`src/rtl/core/assert_macros.svh`:
```
// Assertion macros shared by the RTL; clock clk and active-low reset rst_n are assumed in scope.
`ifndef ASSERT_MACROS_SVH
`define ASSERT_MACROS_SVH

// Same-cycle implication.
`define ASSERT_IMPLIES(label, ante, cons) \
  label: assert property (@(posedge clk) disable iff (!rst_n) (ante) |-> (cons)) \
    else $error("assertion failed: same-cycle implication");

// Next-cycle implication.
`define ASSERT_NEXT(label, ante, cons) \
  label: assert property (@(posedge clk) disable iff (!rst_n) (ante) |=> (cons)) \
    else $error("assertion failed: next-cycle implication");

`endif

```
`src/rtl/core/ubfr_pkg.sv`:
```
// Package for the boot frame receiver: types, constants and the CRC / frame check functions.
package ubfr_pkg;

  localparam int DEFAULT_BUFFER_BYTES = 1024;

  localparam logic [7:0]  START_BYTE  = 8'hF1;
  localparam logic [7:0]  END_BYTE    = 8'hF2;
  localparam logic [15:0] CRC_GENPOLY = 16'h1021;
  localparam logic [15:0] CRC_SEED    = 16'h0000;
  localparam logic [15:0] CRC_BYPASS  = 16'h55AA;
  localparam logic [15:0] FIXED_LEN   = 16'd14;

  localparam logic [7:0] CMD_0 = 8'h70;
  localparam logic [7:0] CMD_1 = 8'h71;
  localparam logic [7:0] CMD_2 = 8'h72;

  // Header layout: start, address, command, length high, length low.
  localparam int POS_START  = 0;
  localparam int POS_ADDR   = 1;
  localparam int POS_CMD    = 2;
  localparam int POS_LEN_HI = 3;
  localparam int POS_LEN_LO = 4;
  localparam int HDR_BYTES  = 5;
  localparam int CRC_BYTES  = 2;

  typedef enum logic [1:0] {
    S_IDLE,
    S_FRAME,
    S_HOLD
  } state_t;

  typedef enum logic [2:0] {
    FS_OK       = 3'd0,
    FS_BAD_ADDR = 3'd1,
    FS_BAD_CMD  = 3'd2,
    FS_BAD_LEN  = 3'd3,
    FS_BAD_CRC  = 3'd4
  } frame_status_t;

  typedef struct packed {
    logic        payload_valid;
    logic [7:0]  payload_byte;
    logic [15:0] payload_index;
    logic        frame_done;
    logic [2:0]  frame_status;
    logic [7:0]  frame_cmd;
    logic [15:0] frame_length;
  } out_item_t;

  // CRC16-CCITT, MSB first, one byte.
  function automatic logic [15:0] crc_feed(input logic [15:0] crc_in, input logic [7:0] b);
    logic [15:0] c;
    c = crc_in ^ {b, 8'h00};
    for (int k = 0; k < 8; k++) begin
      if (c[15]) begin
        c = {c[14:0], 1'b0} ^ CRC_GENPOLY;
      end else begin
        c = {c[14:0], 1'b0};
      end
    end
    return c;
  endfunction

  function automatic frame_status_t frame_check(
    input logic [7:0]  addr,
    input logic [7:0]  own,
    input logic [7:0]  cmd,
    input logic [15:0] len,
    input logic [15:0] rx_crc,
    input logic [15:0] calc_crc
  );
    frame_status_t s;
    if (addr != own) begin
      s = FS_BAD_ADDR;
    end else if (cmd != CMD_0 && cmd != CMD_1 && cmd != CMD_2) begin
      s = FS_BAD_CMD;
    end else if ((cmd == CMD_0 || cmd == CMD_2) && len != FIXED_LEN) begin
      s = FS_BAD_LEN;
    end else if (rx_crc != CRC_BYPASS && rx_crc != calc_crc) begin
      s = FS_BAD_CRC;
    end else begin
      s = FS_OK;
    end
    return s;
  endfunction

endpackage

```
`src/rtl/core/ubfr_in_if.sv`:
```
// Input channel: received byte or release event, valid/ready handshake.
interface ubfr_in_if;
  logic       valid;
  logic       ready;
  logic       op;
  logic [7:0] rx_byte;

  modport source (output valid, output op, output rx_byte, input ready);
  modport sink   (input valid, input op, input rx_byte, output ready);
endinterface

```
`src/rtl/core/ubfr_out_if.sv`:
```
// Result channel: payload byte and frame report, valid/ready handshake.
interface ubfr_out_if;
  logic        valid;
  logic        ready;
  logic        payload_valid;
  logic [7:0]  payload_byte;
  logic [15:0] payload_index;
  logic        frame_done;
  logic [2:0]  frame_status;
  logic [7:0]  frame_cmd;
  logic [15:0] frame_length;

  modport source (
    output valid, output payload_valid, output payload_byte, output payload_index,
    output frame_done, output frame_status, output frame_cmd, output frame_length,
    input ready
  );
  modport sink (
    input valid, input payload_valid, input payload_byte, input payload_index,
    input frame_done, input frame_status, input frame_cmd, input frame_length,
    output ready
  );
endinterface

```
`src/rtl/core/ubfr_deframer.sv`:
```
// Frame parser: state machine, position counter, running CRC and per-transaction result.
`include "assert_macros.svh"

module ubfr_deframer #(
  parameter int BUFFER_BYTES = ubfr_pkg::DEFAULT_BUFFER_BYTES
) (
  input  logic                clk,
  input  logic                rst_n,
  input  logic                step,
  input  logic                op,
  input  logic [7:0]          rx_byte,
  input  logic [7:0]          own_address,
  output ubfr_pkg::out_item_t res
);

  localparam int PW = $clog2(BUFFER_BYTES);
  localparam logic [PW-1:0] POS_LAST = PW'(BUFFER_BYTES - 1);

  ubfr_pkg::state_t state_r, state_nxt;
  logic [PW-1:0]    pos_r, pos_nxt;
  logic [15:0]      len_r, len_nxt;
  logic [15:0]      crc_r, crc_nxt;
  logic [15:0]      rcrc_r, rcrc_nxt;
  logic [7:0]       addr_r, addr_nxt;
  logic [7:0]       cmd_r, cmd_nxt;

  logic          start;
  logic          active;
  logic [PW-1:0] pos_base;
  logic          wrap;
  logic [PW-1:0] pos_eff;
  logic [PW-1:0] pos_inc;
  logic [PW-1:0] pos_idx;
  logic [15:0]   crc_base;
  logic [15:0]   len_base;
  logic [15:0]   crc_fed;
  logic [16:0]   pos_x;
  logic [16:0]   len_x;
  logic          in_hdr;
  logic          in_body;
  logic          in_data;
  logic          at_end;
  logic          drop;
  logic          end_ok;

  assign start    = (state_r == ubfr_pkg::S_IDLE) && (rx_byte == ubfr_pkg::START_BYTE);
  assign active   = !op && ((state_r == ubfr_pkg::S_FRAME) || start);
  assign pos_base = start ? '0 : pos_r;
  // Counter reaching buffer end restarts the frame at this byte.
  assign wrap     = (pos_base == POS_LAST);
  assign pos_eff  = wrap ? '0 : pos_base;
  assign pos_inc  = pos_eff + PW'(1);
  assign pos_idx  = pos_eff - PW'(ubfr_pkg::HDR_BYTES);
  assign crc_base = (start || wrap) ? ubfr_pkg::CRC_SEED : crc_r;
  assign len_base = start ? 16'h0000 : len_r;
  assign crc_fed  = ubfr_pkg::crc_feed(crc_base, rx_byte);

  assign pos_x   = 17'(pos_eff);
  assign len_x   = {1'b0, len_base};
  assign in_hdr  = (pos_x < 17'(ubfr_pkg::HDR_BYTES));
  assign in_body = !in_hdr && (pos_x < len_x + 17'(ubfr_pkg::HDR_BYTES + ubfr_pkg::CRC_BYTES));
  assign in_data = in_body && (pos_x < len_x + 17'(ubfr_pkg::HDR_BYTES));
  assign at_end  = !in_hdr && (pos_x == len_x + 17'(ubfr_pkg::HDR_BYTES + ubfr_pkg::CRC_BYTES));
  assign drop    = !in_hdr && !in_body && !at_end;
  assign end_ok  = at_end && (rx_byte == ubfr_pkg::END_BYTE);

  // Next state
  always_comb begin
    state_nxt = state_r;
    unique case (state_r)
      ubfr_pkg::S_IDLE: begin
        if (active) begin
          state_nxt = ubfr_pkg::S_FRAME;
        end
      end
      ubfr_pkg::S_FRAME: begin
        if (active && drop) begin
          state_nxt = ubfr_pkg::S_IDLE;
        end else if (active && end_ok) begin
          state_nxt = ubfr_pkg::S_HOLD;
        end
      end
      ubfr_pkg::S_HOLD: begin
        if (op) begin
          state_nxt = ubfr_pkg::S_IDLE;
        end
      end
      default: state_nxt = ubfr_pkg::S_IDLE;
    endcase
  end

  // Datapath and result
  always_comb begin
    pos_nxt  = pos_r;
    len_nxt  = len_r;
    crc_nxt  = crc_r;
    rcrc_nxt = rcrc_r;
    addr_nxt = addr_r;
    cmd_nxt  = cmd_r;
    res      = '0;

    if (op && state_r == ubfr_pkg::S_HOLD) begin
      pos_nxt = '0;
    end else if (active) begin
      len_nxt = len_base;
      crc_nxt = crc_base;
      if (in_hdr) begin
        case (pos_eff)
          PW'(ubfr_pkg::POS_ADDR):   addr_nxt = rx_byte;
          PW'(ubfr_pkg::POS_CMD):    cmd_nxt  = rx_byte;
          PW'(ubfr_pkg::POS_LEN_HI): len_nxt  = {rx_byte, 8'h00};
          PW'(ubfr_pkg::POS_LEN_LO): len_nxt  = {len_base[15:8], rx_byte};
          default: ;
        endcase
        crc_nxt = (pos_eff == PW'(ubfr_pkg::POS_START)) ? ubfr_pkg::CRC_SEED : crc_fed;
        pos_nxt = pos_inc;
      end else if (in_body) begin
        if (in_data) begin
          res.payload_valid = 1'b1;
          res.payload_byte  = rx_byte;
          res.payload_index = 16'(pos_idx);
          crc_nxt           = crc_fed;
        end else begin
          rcrc_nxt = {rcrc_r[7:0], rx_byte};
        end
        pos_nxt = pos_inc;
      end else if (at_end) begin
        if (end_ok) begin
          res.frame_done   = 1'b1;
          res.frame_status = ubfr_pkg::frame_check(addr_r, own_address, cmd_r, len_base,
                                                   rcrc_r, crc_base);
          res.frame_cmd    = cmd_r;
          res.frame_length = len_base;
        end
        pos_nxt = pos_inc;
      end else begin
        pos_nxt = '0;
      end
    end
  end

  always_ff @(posedge clk) begin
    if (!rst_n) begin
      state_r <= ubfr_pkg::S_IDLE;
      pos_r   <= '0;
      len_r   <= '0;
      crc_r   <= ubfr_pkg::CRC_SEED;
      rcrc_r  <= '0;
      addr_r  <= '0;
      cmd_r   <= '0;
    end else if (step) begin
      state_r <= state_nxt;
      pos_r   <= pos_nxt;
      len_r   <= len_nxt;
      crc_r   <= crc_nxt;
      rcrc_r  <= rcrc_nxt;
      addr_r  <= addr_nxt;
      cmd_r   <= cmd_nxt;
    end
  end

  `ASSERT_NEXT(a_done_holds, step && res.frame_done, state_r == ubfr_pkg::S_HOLD)
  `ASSERT_NEXT(a_hold_ignores_bytes, step && !op && state_r == ubfr_pkg::S_HOLD,
               state_r == ubfr_pkg::S_HOLD)

endmodule

```
`src/rtl/core/uart_boot_frame_receiver.sv`:
```
// Boot frame receiver top level. Takes one UART byte or release event per transaction and
// returns exactly one result per transaction: a data byte with its index, a frame report on
// a correct end byte (0xF2), or an all-zero result. Frames are start 0xF1, address, command,
// 16-bit length, data, 16-bit CRC16-CCITT (init 0) and end byte; after a report the block
// ignores bytes until a release event. The parser and CRC byte update sit between the input
// handshake and a single result register, and a new transaction is accepted every cycle
// while that register is empty or being drained.
// cfg_wdata loads the own address when cfg_we is high; write it only while idle.
`include "assert_macros.svh"

module uart_boot_frame_receiver #(
  parameter int BUFFER_BYTES = ubfr_pkg::DEFAULT_BUFFER_BYTES
) (
  input  logic       clk,
  input  logic       rst_n,
  ubfr_in_if.sink    in_ch,
  ubfr_out_if.source out_ch,
  input  logic       cfg_we,
  input  logic [7:0] cfg_wdata
);

  logic [7:0]          own_addr_r;
  logic                out_valid_r, out_valid_nxt;
  ubfr_pkg::out_item_t out_item_r;
  ubfr_pkg::out_item_t res;
  logic                in_fire;

  assign in_ch.ready = !out_valid_r || out_ch.ready;
  assign in_fire     = in_ch.valid && in_ch.ready;

  always_ff @(posedge clk) begin
    if (!rst_n) begin
      own_addr_r <= '0;
    end else if (cfg_we) begin
      own_addr_r <= cfg_wdata;
    end
  end

  ubfr_deframer #(
    .BUFFER_BYTES(BUFFER_BYTES)
  ) u_deframer (
    .clk         (clk),
    .rst_n       (rst_n),
    .step        (in_fire),
    .op          (in_ch.op),
    .rx_byte     (in_ch.rx_byte),
    .own_address (own_addr_r),
    .res         (res)
  );

  always_comb begin
    if (in_fire) begin
      out_valid_nxt = 1'b1;
    end else if (out_ch.ready) begin
      out_valid_nxt = 1'b0;
    end else begin
      out_valid_nxt = out_valid_r;
    end
  end

  always_ff @(posedge clk) begin
    if (!rst_n) begin
      out_valid_r <= 1'b0;
    end else begin
      out_valid_r <= out_valid_nxt;
    end
  end

  always_ff @(posedge clk) begin
    if (in_fire) begin
      out_item_r <= res;
    end
  end

  assign out_ch.valid         = out_valid_r;
  assign out_ch.payload_valid = out_item_r.payload_valid;
  assign out_ch.payload_byte  = out_item_r.payload_byte;
  assign out_ch.payload_index = out_item_r.payload_index;
  assign out_ch.frame_done    = out_item_r.frame_done;
  assign out_ch.frame_status  = out_item_r.frame_status;
  assign out_ch.frame_cmd     = out_item_r.frame_cmd;
  assign out_ch.frame_length  = out_item_r.frame_length;

  `ASSERT_NEXT(a_result_follows, in_fire, out_valid_r)
  `ASSERT_IMPLIES(a_result_kind, out_valid_r,
                  !(out_item_r.payload_valid && out_item_r.frame_done))
  `ASSERT_NEXT(a_cfg_seen, cfg_we, own_addr_r == $past(cfg_wdata))

endmodule

```
`src/flat_wrapper.sv`:
```
// flat-port wrapper written by rule: the top's interface ports become plain ports
module uart_boot_frame_receiver_flat 
#(
  parameter int BUFFER_BYTES = ubfr_pkg::DEFAULT_BUFFER_BYTES
)
  (clk, rst_n, cfg_we, cfg_wdata, in_ch_valid, in_ch_op, in_ch_rx_byte, in_ch_ready, out_ch_valid, out_ch_payload_valid, out_ch_payload_byte, out_ch_payload_index, out_ch_frame_done, out_ch_frame_status, out_ch_frame_cmd, out_ch_frame_length, out_ch_ready);
  ubfr_in_if in_ch_i ();
  ubfr_out_if out_ch_i ();
  input  logic clk;
  input  logic rst_n;
  input  logic cfg_we;
  input  logic [7:0] cfg_wdata;
  input wire logic [$bits(in_ch_i.valid)-1:0] in_ch_valid;
  input wire logic [$bits(in_ch_i.op)-1:0] in_ch_op;
  input wire logic [$bits(in_ch_i.rx_byte)-1:0] in_ch_rx_byte;
  output wire logic [$bits(in_ch_i.ready)-1:0] in_ch_ready;
  output wire logic [$bits(out_ch_i.valid)-1:0] out_ch_valid;
  output wire logic [$bits(out_ch_i.payload_valid)-1:0] out_ch_payload_valid;
  output wire logic [$bits(out_ch_i.payload_byte)-1:0] out_ch_payload_byte;
  output wire logic [$bits(out_ch_i.payload_index)-1:0] out_ch_payload_index;
  output wire logic [$bits(out_ch_i.frame_done)-1:0] out_ch_frame_done;
  output wire logic [$bits(out_ch_i.frame_status)-1:0] out_ch_frame_status;
  output wire logic [$bits(out_ch_i.frame_cmd)-1:0] out_ch_frame_cmd;
  output wire logic [$bits(out_ch_i.frame_length)-1:0] out_ch_frame_length;
  input wire logic [$bits(out_ch_i.ready)-1:0] out_ch_ready;
  assign in_ch_i.valid = in_ch_valid;
  assign in_ch_i.op = in_ch_op;
  assign in_ch_i.rx_byte = in_ch_rx_byte;
  assign in_ch_ready = in_ch_i.ready;
  assign out_ch_valid = out_ch_i.valid;
  assign out_ch_payload_valid = out_ch_i.payload_valid;
  assign out_ch_payload_byte = out_ch_i.payload_byte;
  assign out_ch_payload_index = out_ch_i.payload_index;
  assign out_ch_frame_done = out_ch_i.frame_done;
  assign out_ch_frame_status = out_ch_i.frame_status;
  assign out_ch_frame_cmd = out_ch_i.frame_cmd;
  assign out_ch_frame_length = out_ch_i.frame_length;
  assign out_ch_i.ready = out_ch_ready;
  uart_boot_frame_receiver #(.BUFFER_BYTES(BUFFER_BYTES)) u_core (.clk(clk), .rst_n(rst_n), .in_ch(in_ch_i), .out_ch(out_ch_i), .cfg_we(cfg_we), .cfg_wdata(cfg_wdata));
endmodule
```
`config.mk`:
```
export PLATFORM = sky130hd
export DESIGN_NAME = uart_boot_frame_receiver_flat
export DESIGN_NICKNAME = d
export VERILOG_FILES = /design/src/rtl/core/ubfr_pkg.sv /design/src/rtl/core/ubfr_in_if.sv /design/src/rtl/core/ubfr_out_if.sv /design/src/rtl/core/ubfr_deframer.sv /design/src/rtl/core/uart_boot_frame_receiver.sv /design/src/flat_wrapper.sv
export VERILOG_INCLUDE_DIRS = /design/src /design/src/rtl/core
export SDC_FILE = /design/constraint.sdc
export NUM_CORES = 1
export LEC_CHECK = 0
export BUFFER_PORTS_ARGS = -buffer_cell sky130_fd_sc_hd__buf_2
export CORE_ASPECT_RATIO = 1.75
export CORE_MARGIN = 1
export CORE_UTILIZATION = 45
export DETAILED_ROUTE_END_ITERATION = 16
export PLACE_DENSITY = 0.74
export SKIP_CTS_REPAIR_TIMING = 1
export SYNTH_ARGS = -nofsm -noshare
export SYNTH_HDL_FRONTEND = slang
export SYNTH_HIERARCHICAL = 1
export SYNTH_SLANG_ARGS = --single-unit
```
`constraint.sdc`:
```
create_clock -name clk -period 16.2 [get_ports clk]
set_input_delay 0.81 -clock clk [delete_from_list [all_inputs] [get_ports clk]]
set_output_delay 0.81 -clock clk [all_outputs]
set_load 0.01 [all_outputs]
```
# Word level (Yosys, flattened, before mapping)
# Cells that the tools add are included.
[totals] ff_bits=138 latchBits=0 ram_bits=0 mem_bits_ro=0 inputBits=22 out_inout_bits=55 wordCells=141 n_memories=0
[classes] add_sub_neg=4 n_mul=0 n_div=0 n_lt_le_gt_ge=3 eq_ne=22 shifts=0 muxes=36 n_bitwise=16 reduce_logical=41
[op_table] cell="two-way mux 16 bit" n=7
[op_table] cell="two-way mux 13 bit" n=8
[op_table] cell="two-way mux 10 bit" n=7
[op_table] cell="adder 16 x 3 -> 17 bit, second input constant" n=2
[op_table] cell="< comparator 10 x 17 -> 1 bit" n=2
[op_table] cell="case mux 16 bit (2 select lines)" n=1
[op_table] cell="two-way mux 28 bit" n=1
[op_table] cell="two-way mux 25 bit" n=1
[op_table] cell="!= test 8 x 7 -> 1 bit, second input constant" n=3
[op_table] cell="NOT 3 bit" n=8
[op_table] cell="equality test 10 x 2 -> 1 bit, second input constant" n=2
[op_table] cell="equality test 10 x 17 -> 1 bit" n=1
[op_table] cell="equality test 8 x 7 -> 1 bit, second input constant" n=2
[op_table] cell="equality test 8 bit, second input constant" n=2
[op_table] cell="logical AND 1 bit" n=16
[op_table] cell="!= test 16 x 15 -> 1 bit, second input constant" n=1
[op_table] cell="!= test 16 bit" n=1
[op_table] cell="!= test 16 x 4 -> 1 bit, second input constant" n=1
[op_table] cell="XOR 16 bit" n=1
[op_table] cell="two-way mux 3 bit" n=4
[op_table] cell="adder 10 x 1 -> 10 bit, second input constant" n=1
[op_table] cell="equality test 10 x 1 -> 1 bit, second input constant" n=1
[op_table] cell="equality test 10 bit, second input constant" n=1
[op_table] cell="equality test 10 x 3 -> 1 bit, second input constant" n=1
[op_table] cell="other kinds (26)" n=47

# Logic depth before layout (Yosys ltp)
[depth] word_depth=26 ltp_mapped=25 depth_no_buf=18

# Hierarchy
# Netlist, hierarchy kept.
[modules_own_cells] mod="ubfr_deframer" instances=1 cells_per_inst=788 area_each_um2=6115.9 seq_area_each_um2=1521.5
[modules_own_cells] mod="uart_boot_frame_receiver" instances=1 cells_per_inst=83 area_each_um2=1936.9 seq_area_each_um2=1771.7

# Worst setup path before layout
# No wires, ideal clock.
[synth_timing] path_type="input -> register" start="in in_ch_rx_byte[1]" end="reg u_core.out_item_r, in the netlist u_core/out_ch.payload_index[3], data pin" setup_ps=146 arrival_time_ps=5851 t_required_ps=16054 setup_slack_ps=10203 cell_stages=24 path_buffers=7 path_cell_list="buf_6 -> or4b_4 -> or4_1 -> buf_2 -> clkbuf_1 -> nand2_1 -> inv_1 -> ha_1 -> nand4_1 -> nor3_1 -> nor2_1 -> clkbuf_1 -> clkbuf_1 -> clkbuf_1 -> and2_1 -> ha_1 -> a21o_1 -> a21o_1 -> a221oi_1 -> a221oi_4 -> nor3_2 -> nand2_1 -> buf_2 -> a21oi_1"
[synth_via] elab_chain_cells=11 word_cells_on_any_way=21 cone_classes="add/sub (3); order compare (3); eq/ne (2); mux (3); bitwise (3); reduce/logical (7)"
[synth_lines] element="from (decl)" line="flat_wrapper.sv:15" rtl="input wire logic [$bits(in_ch_i.rx_byte)-1:0] in_ch_rx_byte;"
[synth_lines] element="equality test 8 bit *" line="ubfr_deframer.sv:46" rtl="assign start = (state_r == ubfr_pkg::S_IDLE) && (rx_byte == ubfr_pkg::START_BYTE);"
[synth_lines] element="logical AND 1 bit *" line="ubfr_deframer.sv:46"
[synth_lines] element="branches (longest 9 deep; another with adder 16 x 3 -> 17 bit)"
[synth_lines] element="to (signal assigned)" line="uart_boot_frame_receiver.sv:71" rtl="out_item_r <= res;"
[synth_lines] element="to (decl)" line="uart_boot_frame_receiver.sv:24" rtl="ubfr_pkg::out_item_t out_item_r;"
# Mark *: on every way between the ends.
# A chain may end at the register's enable or synchronous reset.

# Worst setup path in the final report
[layout_timing] start="in in_ch_rx_byte[6]" end="reg u_core.u_deframer.rcrc_r[7]"
[layout_via] elab_chain_cells=11 word_cells_on_any_way=19 cone_classes="add/sub (2); order compare (3); eq/ne (2); mux (3); bitwise (2); reduce/logical (7)"
[layout_lines] element="equality test 8 bit *" line="ubfr_deframer.sv:46"
[layout_lines] element="logical AND 1 bit *" line="ubfr_deframer.sv:46"
[layout_lines] element="branches (longest 8 deep; another with adder 16 x 3 -> 17 bit)"
[layout_lines] element="AND reduction 6 bit (no line) *"
[layout_lines] element="to (signal assigned)" line="ubfr_deframer.sv:156" rtl="rcrc_r <= rcrc_nxt;"
[layout_lines] element="to (decl)" line="ubfr_deframer.sv:23" rtl="logic [15:0] rcrc_r, rcrc_nxt;"
# Marks and branches as above.

==> results.txt <==
Global-route usage over all layers = 23.85%
CTS H-Tree Depth = 4
Buf/Inv on CP = 2
Data required, critical path = 16.49 ns
Yosys top cell by area = dfxtp_1
Post-synth EDFFs = 53
Core area = 0.01754 mm²
FF-to-FF Start = u_core/u_deframer/state_r[0]$_SDFFE_PN0P_
Worst Setup Start Kind = primary input
Final worst path period share = 43.19%
Critical path, cell by cell = buf_2 -> nand4_1 -> or4_1 -> nand2_1 -> inv_1 -> ha_1 -> nand4_1 -> nor3_1 -> nor2_2 -> and2_1 -> ha_1 -> nor2_1 -> nor3_1 -> a2111oi_0 -> a221oi_1 -> nor3_2 -> nand4b_1 -> mux2i_1 -> nor2_1
Worst Skew = 0.007884 ns
CTS sink cnt = 138
Period minus WS final = 6.996 ns
Cells after Synth = 871
First DRT Iteration DRCs = 486
Worst-path maximum fanout = 25
IO Count = 77
Worst Path Arrival = 7.29 ns
Final GP Congestion = 0.9249
DRC = 0
Unrepaired setup endpoints after global routing = no
I/O Buffers = 76
YS warnings = 6
Worst path max stage delay = 1.01 ns
Worst R2R End = u_core/u_deframer/rcrc_r[7]$_SDFFE_PN0P_
Post-DP HPWL = 15340 µm
Antenna Violating Nets Remaining = 0
CTS tree = done
First-pass GRT wire length = 32820 µm
Achievable Freq = 142.9 MHz
Synth top area cells = dfxtp_1 (21%), edfxtp_1 (20%), xnor2_1 (6.0%)
Outcome = finished, final reports clean
DIE HEIGHT = 179.0 µm
First-pass detailed-route iteration total = 5
Worst hold path endpoint = u_core/u_deframer/cmd_r[6]$_SDFFE_PN0P_
Layout cells sized above 1 = 15.30%
Seq cells post-synth = 138
Actual slew at the worst max-slew pin = 1.185 ns
DR WL/cell = 18.16 µm
Synth top cells by count = nor2_1 (94), dfxtp_1 (85), nand2_1 (72)
Ys flop type = dfxtp_1
Finished Cell Area = 0.008939 mm²
DRT Wirelength = 20810 µm
DP Area = 0.008387 mm²
Leakage power = 3.503 nW
Ant. Diodes = 0
Std cell rows = 64
Final Slew Violations = 0
CP Class = primary input to flop
Rel. slew slack = 20.57%
Reg2Reg Setup Slack = 9.45 ns
Min-Delay Path Depth = 2
Layout area overhead = 11.00%
Worst IR Drop VDD = 0.05015 mV
Post-synth ARST share = 0%
Vias = 6643
Final Hold Violating Endpoints = 0
Max clock buf depth = 2
Reg clk slew, reported paths = 0.06 ns
Die X = 103.1 µm
Latest clock arrival within the worst-skew pair = 0.43 ns
Netlist cell types = 77
Gr ovfl total = 0
Largest net degree at the start of global routing = 63
Slowest cell on the critical path = nand4b_1
CP endpoint kind = flop
Antenna violations before repair = 0
Fin nets = 950
Most numerous cell in the Yosys netlist = nor2_1
Total negative setup slack = 0 ns
DIE AREA = 0.01845 mm²
Pwr/cell area = 86.44 mW/mm²
Vias in the first global route = 6330
Crit path max-delay family = simple AND/OR/NAND/NOR gates
TritonCTS buffer count = 17
Hold WC Path Type = flop to flop
Hold path start = u_core/u_deframer/cmd_r[6]$_SDFFE_PN0P_
Max cap viols = 0
Sequential share of the synthesized area = 40.89%
Syn Std Cell Area = 0.008053 mm²
R2r worst-path depth = 18
Top cell type's share of synthesized area = 21.13%
DR vias/cell = 5.797
Fill count = 1599
Initial core utilization = 45.92%
Setup violators final = 0
Root buffer cell = clkbuf_16
Synthesized area per cell = 9.245 µm²
-- cell type report --
class	count	area (µm²)	share of cell area [%]
sequential	138	3293	36.84
clock inverter	9	62.56	0.6999
clock buffer	23	489.2	5.473
timing repair buffer	81	417.9	4.675
tap	231	289.0	3.233
inverter	24	90.09	1.008
multi-input combinational	640	4297	48.07
-- sequential cells by signal, indices dropped and copies added, names as in the netlist, 2 cells and up --
signal and count:
u_core/out_ch.payload_byte 8, u_core/u_deframer/addr_r 8, u_core/u_deframer/cmd_r 8, u_core/u_deframer/crc_r 16, u_core/out_ch.frame_length 16, u_core/out_ch.payload_index 16
u_core/out_ch.frame_cmd 8, u_core/out_ch.frame_status 3, u_core/u_deframer/len_r 16, u_core/u_deframer/rcrc_r 16, u_core/u_deframer/pos_r 10, u_core/u_deframer/state_r 2
u_core/own_addr_r 8
-- layout by cell type (no fill, tap or decap), types with 25 or more instances in the layout --
cell type  netlist  layout
nand2_1         72      72
ha_1            26      26
and3_1          30      30
dfxtp_1         85      85
nor2_1          94      93
mux2i_1         25      25
xnor2_1         55      55
buf_2           15      76
edfxtp_1        53      53
a21oi_1         35      35
nand3_1         30      30
-- cells by family (layout without fill, tap and decap cells) --
logic type	after synthesis	count (layout)	share of synthesized area, %
and+or+nand+nor	346	346	22.27
AOI/OAI and AO/OA	156	156	14.99
DFF	138	138	40.89
buffers and inverters	103	137	6.262
xor gates and xnor gates	75	75	8.251
adders and majority gates	26	26	4.040
muxes	26	26	3.247
other	1	11	0.04657
-- worst register-to-register path: stages, from the launching register on --
cell and delay (ns):
dfxtp_1 0.45, or4b_4 0.21, or4_1 0.71, nand2_1 0.18
inv_1 0.12, ha_1 0.15, nand4_1 0.11, nor3_1 0.81
nor2_2 0.25, and2_1 0.32, ha_1 0.31, nor2_1 0.16
nor3_1 0.08, a2111oi_0 0.58, a221oi_1 0.21, nor3_2 0.42
nand4b_1 1.01, mux2i_1 0.47, nor2_1 0.06
-- how the worst max path moves through the flow --
stage,cells past startpoint,startpoint,end
after floorplan,24,in_ch_rx_byte[1],u_core/out_ch.payload_index[3]$_DFFE_PP_
after global placement,19,in_ch_rx_byte[6],u_core/u_deframer/rcrc_r[1]$_SDFFE_PN0P_
after detailed placement,19,in_ch_rx_byte[6],u_core/u_deframer/rcrc_r[7]$_SDFFE_PN0P_
after global routing,19,in_ch_rx_byte[6],u_core/u_deframer/rcrc_r[15]$_SDFFE_PN0P_
final,19,in_ch_rx_byte[6],u_core/u_deframer/rcrc_r[7]$_SDFFE_PN0P_
after CTS,19,in_ch_rx_byte[6],u_core/u_deframer/rcrc_r[7]$_SDFFE_PN0P_
-- where the power goes --
group / switching (mW) / total (mW) / internal [mW]
combinational: 0.0254 / 0.0387 / 0.0133
sequential: 0.00230 / 0.370 / 0.368
clock: 0.151 / 0.364 / 0.213
total: 0.178 / 0.773 / 0.594
-- stage by stage --
step / setup WS (ns) / instances / hold WS [ns] / power, mW / utilization, %
after floorplan: 10.20 / 881 / 0.4396 / 0.4040 / -
after global placement: 8.914 / 1114 / 0.4596 / 0.4163 / 47.82
after detailed placement: 8.839 / 1114 / 0.4604 / 0.4167 / 47.82
after CTS: 9.263 / 1146 / 0.4682 / 0.7780 / 50.97
after global routing: 8.693 / 1146 / 0.4879 / 0.7961 / 50.97
final: 9.204 / 1146 / 0.4704 / 0.7726 / 50.97
-- metal layers --
metal,track usage (%),vias to the layer above,routed length (µm)
met4,18.84,0,1548
met5,0,-,0
li1,-,3183,-
met2,41.67,233,11120
met1,24.32,3134,7318
met3,4.561,93,816
No activity file was read; power rests on OpenSTA's default activity.
